### config.mk
export PLATFORM = sky130hd
export DESIGN_NAME = integer_square_root
export DESIGN_NICKNAME = d
export VERILOG_FILES = /design/src/hw/rtl/isqrt_pkg.sv /design/src/hw/rtl/integer_square_root.sv
export VERILOG_INCLUDE_DIRS = /design/src /design/src/hw/rtl
export SDC_FILE = /design/constraint.sdc
export NUM_CORES = 1
export LEC_CHECK = 0
export ABC_AREA = 1
export BUFFER_PORTS_ARGS = -buffer_cell sky130_fd_sc_hd__buf_2
export CORE_UTILIZATION = 25
export CTS_CLUSTER_SIZE = 24
export DETAILED_ROUTE_END_ITERATION = 10
export SETUP_SLACK_MARGIN = 0.1
export SYNTH_ARGS = -nofsm -noshare
export SYNTH_HDL_FRONTEND = slang
export SYNTH_SLANG_ARGS = --single-unit
### constraint.sdc
create_clock -name clk -period 4.3 [get_ports clk]
set_input_delay 0.215 -clock clk [delete_from_list [all_inputs] [get_ports clk]]
set_output_delay 0.215 -clock clk [all_outputs]
set_load 0.05 [all_outputs]
### src/hw/rtl/integer_square_root_macros.svh
// ----------------------------------------------------------------------------
// integer_square_root_macros
// assertion macros shared by the square root rtl, sampled on clk, held off
// while rst_n is low
// ----------------------------------------------------------------------------
`ifndef INTEGER_SQUARE_ROOT_MACROS_SVH
`define INTEGER_SQUARE_ROOT_MACROS_SVH

// consequent checked in the same cycle
`define ISQ_ASSERT_NOW(label, ante, cons, msg) \
  label: assert property (@(posedge clk) disable iff (!rst_n) (ante) |-> (cons)) \
    else $error(msg);

// consequent checked in the cycle after the antecedent
`define ISQ_ASSERT_NEXT(label, ante, cons, msg) \
  label: assert property (@(posedge clk) disable iff (!rst_n) (ante) |=> (cons)) \
    else $error(msg);

`endif

### src/hw/rtl/isqrt_pkg.sv
// ----------------------------------------------------------------------------
// isqrt_pkg
// widths and defaults for the pipelined integer square root
// ----------------------------------------------------------------------------
package isqrt_pkg;

  localparam int RADICAND_BITS_DEF = 31;
  localparam int ROOT_OUT_BITS     = 16;

endpackage

### src/hw/rtl/integer_square_root.sv
// ----------------------------------------------------------------------------
// integer_square_root
// floor of the square root of an unsigned radicand, one root bit per stage
//
//   channel  dir  tdata                         tuser  tlast
//   in_      in   radicand [RADICAND_BITS-1:0]  -      -
//   out_     out  root [15:0]                   -      -
//
// one beat per cycle while out_tready is high; each beat passes through the
// chain of restoring subtract stages, one root bit each, registered per stage
// each stage holds its beat until the next stage can take it, so bubbles
// collapse and a stall loses or repeats nothing
// rst_n clears the stage valid bits only
// ----------------------------------------------------------------------------
module integer_square_root
  import isqrt_pkg::*;
#(
  parameter int RADICAND_BITS = RADICAND_BITS_DEF
) (
  input  logic                                 clk,
  input  logic                                 rst_n,
  input  logic                                 in_tvalid,
  output logic                                 in_tready,
  input  logic [((RADICAND_BITS+7)/8)*8-1:0]   in_tdata,   // radicand
  output logic                                 out_tvalid,
  input  logic                                 out_tready,
  output logic [ROOT_OUT_BITS-1:0]             out_tdata   // root
);

`include "integer_square_root_macros.svh"

  localparam int ROOT_BITS = (RADICAND_BITS + 1) / 2;
  localparam int PAD_BITS  = 2 * ROOT_BITS;
  localparam int REM_BITS  = ROOT_BITS + 1;
  localparam int CUR_BITS  = ROOT_BITS + 3;
  localparam int LAST      = ROOT_BITS - 1;

  logic [PAD_BITS-1:0]  rad_r  [ROOT_BITS];
  logic [ROOT_BITS-1:0] root_r [ROOT_BITS];
  logic [REM_BITS-1:0]  rem_r  [ROOT_BITS];
  logic                 vld_r  [ROOT_BITS];
  logic                 rdy    [ROOT_BITS+1];

  assign rdy[ROOT_BITS] = out_tready;

  for (genvar s = 0; s < ROOT_BITS; s++) begin : g_stage
    localparam int POS = ROOT_BITS - 1 - s;

    logic [PAD_BITS-1:0]  rad_prev;
    logic [ROOT_BITS-1:0] root_prev;
    logic [REM_BITS-1:0]  rem_prev;
    logic                 vld_prev;
    logic [CUR_BITS-1:0]  cur;
    logic [CUR_BITS-1:0]  trial;
    logic [CUR_BITS-1:0]  diff;
    logic                 keep;
    logic [ROOT_BITS-1:0] root_nxt;
    logic [REM_BITS-1:0]  rem_nxt;

    if (s == 0) begin : g_head
      assign rad_prev  = PAD_BITS'(in_tdata[RADICAND_BITS-1:0]);
      assign root_prev = '0;
      assign rem_prev  = '0;
      assign vld_prev  = in_tvalid;
    end else begin : g_body
      assign rad_prev  = rad_r[s-1];
      assign root_prev = root_r[s-1];
      assign rem_prev  = rem_r[s-1];
      assign vld_prev  = vld_r[s-1];
    end

    // bring down the next radicand bit pair, try root*4+1
    assign cur      = {rem_prev, rad_prev[2*POS+1 -: 2]};
    assign trial    = CUR_BITS'({root_prev, 2'b01});
    assign diff     = cur - trial;
    assign keep     = cur >= trial;
    assign rem_nxt  = keep ? diff[REM_BITS-1:0] : cur[REM_BITS-1:0];
    assign root_nxt = (root_prev << 1) | ROOT_BITS'(keep);

    assign rdy[s] = !vld_r[s] || rdy[s+1];

    always_ff @(posedge clk) begin
      if (!rst_n) begin
        vld_r[s] <= 1'b0;
      end else if (rdy[s]) begin
        vld_r[s] <= vld_prev;
      end
    end

    always_ff @(posedge clk) begin
      if (rdy[s] && vld_prev) begin
        rad_r[s]  <= rad_prev;
        root_r[s] <= root_nxt;
        rem_r[s]  <= rem_nxt;
      end
    end
  end

  assign in_tready  = rdy[0];
  assign out_tvalid = vld_r[LAST];
  assign out_tdata  = ROOT_OUT_BITS'(root_r[LAST]);

  `ISQ_ASSERT_NOW(a_rem_bound, vld_r[LAST], REM_BITS'(rem_r[LAST]) <= {root_r[LAST], 1'b0}, "remainder exceeds twice the root")
  `ISQ_ASSERT_NOW(a_zero_root, vld_r[LAST] && (rad_r[LAST] == '0), root_r[LAST] == '0, "zero radicand gave nonzero root")
  `ISQ_ASSERT_NEXT(a_beat_lands, in_tvalid && in_tready, vld_r[0], "accepted beat missing from first stage")

endmodule

==> impl_results.md <==
- DRT iter0 DRCs: 819
- Pin count of the biggest net entering global routing: 47
- Core Region: 114700 µm²
- Reg-to-Reg End: rem_r[1][33]
- DRC viols: 3
- VDD IR max: 0.2885 mV
- Worst setup path category: reg -> out
- CTS tree: done
- Synth unique cells: 57
- Max Root-Sink Buffers: 3
- Crit path required time: 4.09 ns
- Final-report hold violation count: 0
- CTS clock-pin slew for the worst setup and hold paths: 0.06 ns
- Maximum fanout along the worst path: 8
- Top post-synthesis cells by area: edfxtp_1 65%, ha_1 6.5%, nand2_1 4.5%
- Syn_area_per_cell: 11.77 µm²
- Initial antenna violation count: 0
- Crit start category: flop
- Final Slew Violations: 0
- Drt pass-1 iters: 10
- R2R depth: 10
- Period minus WS final: 2.887 ns
- WHS Path Cells: 5
- Synth Register Bits: 624
- Root buffer cell: clkbuf_16
- EDFF count, synth: 623
- Placed Instances: 4017
- Leak: 12.70 nW
- Worst-margin pin slew: 1.103 ns
- Yosys top cell area share: 64.52%
- Initial core utilization: 25.29%
- Hold path start: out_tready
- Max Cap Viol: 0
- Gr ovfl total: 0
- Post-detailed-route count of antenna-violating nets: 0
- Overall routing resource usage: 8.278%
- Number of I/O port buffers: 52
- Post-cts resize count: 0
- Via-to-Cell Ratio: 4.063
- RSZ-0062 raised after global routing: no
- Slowest-stage cell, CP: edfxtp_1
- Crit path max-delay family: simple AND/OR/NAND/NOR gates
- First-pass GRT wire length: 79.67 mm
- Most common cell after layout, fill and taps aside: edfxtp_1
- Arr. time, crit path: 2.67 ns
- Final setup margin: 1.413 ns
- Highest Signal Layer: met4
- Final non-filler cell total: 4160
- Final #Nets: 2787
- Commonest cells after routing, fill and taps aside: 623 x edfxtp_1, 344 x nand2_1, 332 x inv_1, 226 x nor2_1, 177 x a21oi_1
- Synth Cell Area: 29000 µm²
- Final Cycle Share: 67.13%
- Hold Crit Class: in -> reg
- Fraction of registers with async set/reset: 0%
- Core Rows: 124
- Setup TNS: 0 ns
- P per Cell Area: 360.2 nW/µm²
- Share of post-route cells with drive strength above 1: 7.628%
- Die Y: 342.6 µm
- Top FF cell, synth: edfxtp_1
- Worst skew pair latency: 0.63 ns
- Area grow syn2layout: 15.18%
- Ys Warns: 0
- Setup violators final: 0
- Failing checks: design-rule violations
- Clk sinks: 624
- Met3 Wirelength: 1.754 mm
- Detail Route met2 WL: 25.56 mm
- DR WL/cell: 11.66 µm
- Final wirelength: 48.50 mm
- Worst stage delay on the critical path: 0.41 ns
- FF-to-FF Start: rem_r[1][2]
- N_diodes: 0
- Met1 wire length: 19.10 mm
- Die area: 117400 µm²
- Critical path, cell by cell: nand4_2 -> nor3_4 -> nand4_4 -> nor2_8 -> nand4_4 -> nor2_4 -> nand4_2 -> buf_2
- Crit. End Element: output port
- Setup bufs post-CTS: 0
- Routability congestion estimate: 0.8607
- Seq/Total Area, Yosys: 64.59%
- Setup WS pre-CTS: 1.468 ns
- CTS HTree Levels: 2
- CTS Buf Count: 60
- Synthesized net count: 2651
- Area leader, netlist: edfxtp_1
- Mapped Cells: 2464
- Ports: 54
- Worst rel slew slack: 26.44%
- Max Fclk: 346.4 MHz
- Outcome: complete, but fails checks
- Vias in the first global route: 17112
- Hold-fix buffers, CTS: 33
- Clock Skew: 0.01417 ns
- Reg-to-reg setup timing slack: 1.46 ns
- Worst Path Buf+Inv: 1
- Vias post-DR: 16900
- Hold EP: vld_r[1][7]
- Hpwl dp: 35.94 mm
- Die width: 342.6 µm
## power breakdown
part	internal, mW	switching, mW	total (mW)	leakage (nW)
registers	6.70	0.0281	6.73	5.72
logic	0.0786	0.123	0.201	6.05
clock network	2.86	2.24	5.10	0.925
## Yosys cell counts (3+ instances only)
cell,n
edfxtp_1,623
nand2_1,344
inv_1,334
nor2_1,232
a21oi_1,177
ha_1,151
xor2_1,100
o21ai_0,89
nand3_1,78
xnor2_1,73
o21ai_1,41
nor3_1,34
nand4_1,27
buf_2,19
a31oi_1,15
a21o_1,12
nor4_1,11
inv_2,7
o211ai_1,7
or2_2,6
a21boi_0,5
a21boi_1,5
nand3b_1,5
o21a_1,5
o21bai_1,5
clkbuf_1,4
nand2_2,4
nor2_2,4
a211oi_1,3
nor3b_1,3
or2_1,3
## worst min-delay path, stage by stage
cell and delay [ns]:
buf_2 0.08, inv_1 0.05, nand2_1 0.07, inv_1 0.08, nand2_1 0.07
## area by class of cell
class	instances	area [µm²]
Sequential cell	624	18730
Timing Repair Buffer	99	695.7
Fill cell	11593	81260
Inverter	343	1303
Clock buffer	70	1539
Multi-Input combinational cell	1472	8882
Tap cell	1512	1892
Clock inverter	40	359.1
## routing by layer
metal | GRT usage [%] | vias to the layer above
li1 | - | 8838
met1 | 8.414 | 7682
met2 | 16.01 | 262
met3 | 1.563 | 118
met4 | 3.990 | 0
met5 | 0 | -
## flip-flops by register name, summed over array words and instances, names as in the netlist
register and cells:
rad_r 250, rem_r 232, root_r 126, vld_r 16
## per-stage QoR
stage,hold WS (ns),util [%],total power [mW],instance area (µm²)
floorplan,0.3139,-,6.966,29000
global placement,0.3932,27.19,7.032,31170
detailed placement,0.3931,27.19,7.036,31170
CTS,0.006230,29.13,12.22,33400
global route,0.02080,29.13,12.48,33400
finish,0.05084,29.13,12.03,33400
## logic make-up (layout without fill, tap and decap cells)
| logic type | Yosys count | in the layout | share of synthesized area (%) |
|---|---|---|---|
| xor+xnor | 173 | 173 | 5.225 |
| simple gates | 769 | 769 | 11.56 |
| flops | 624 | 624 | 64.59 |
| buf+inv | 368 | 552 | 4.936 |
| other cells | 1 | 1 | 0.01293 |
| compound gates | 378 | 378 | 7.159 |
| fa+ha+maj | 151 | 151 | 6.516 |
## how the worst max path moves through the flow
stage	from	end	slack, ns	cells after the start
2_1_floorplan	vld_r[1][7]	rad_r[0][128]	0.74	7
3_3_place_gp	rem_r[1][2]	rem_r[1][33]	1.44	10
3_5_place_dp	rem_r[1][2]	rem_r[1][33]	1.47	10
4_1_cts	vld_r[1][6]	in_tready	1.33	8
5_1_grt	rem_r[1][1]	rem_r[1][33]	1.13	10
6_report	vld_r[1][6]	in_tready	1.41	8
Power figures use the tool's default switching activity.
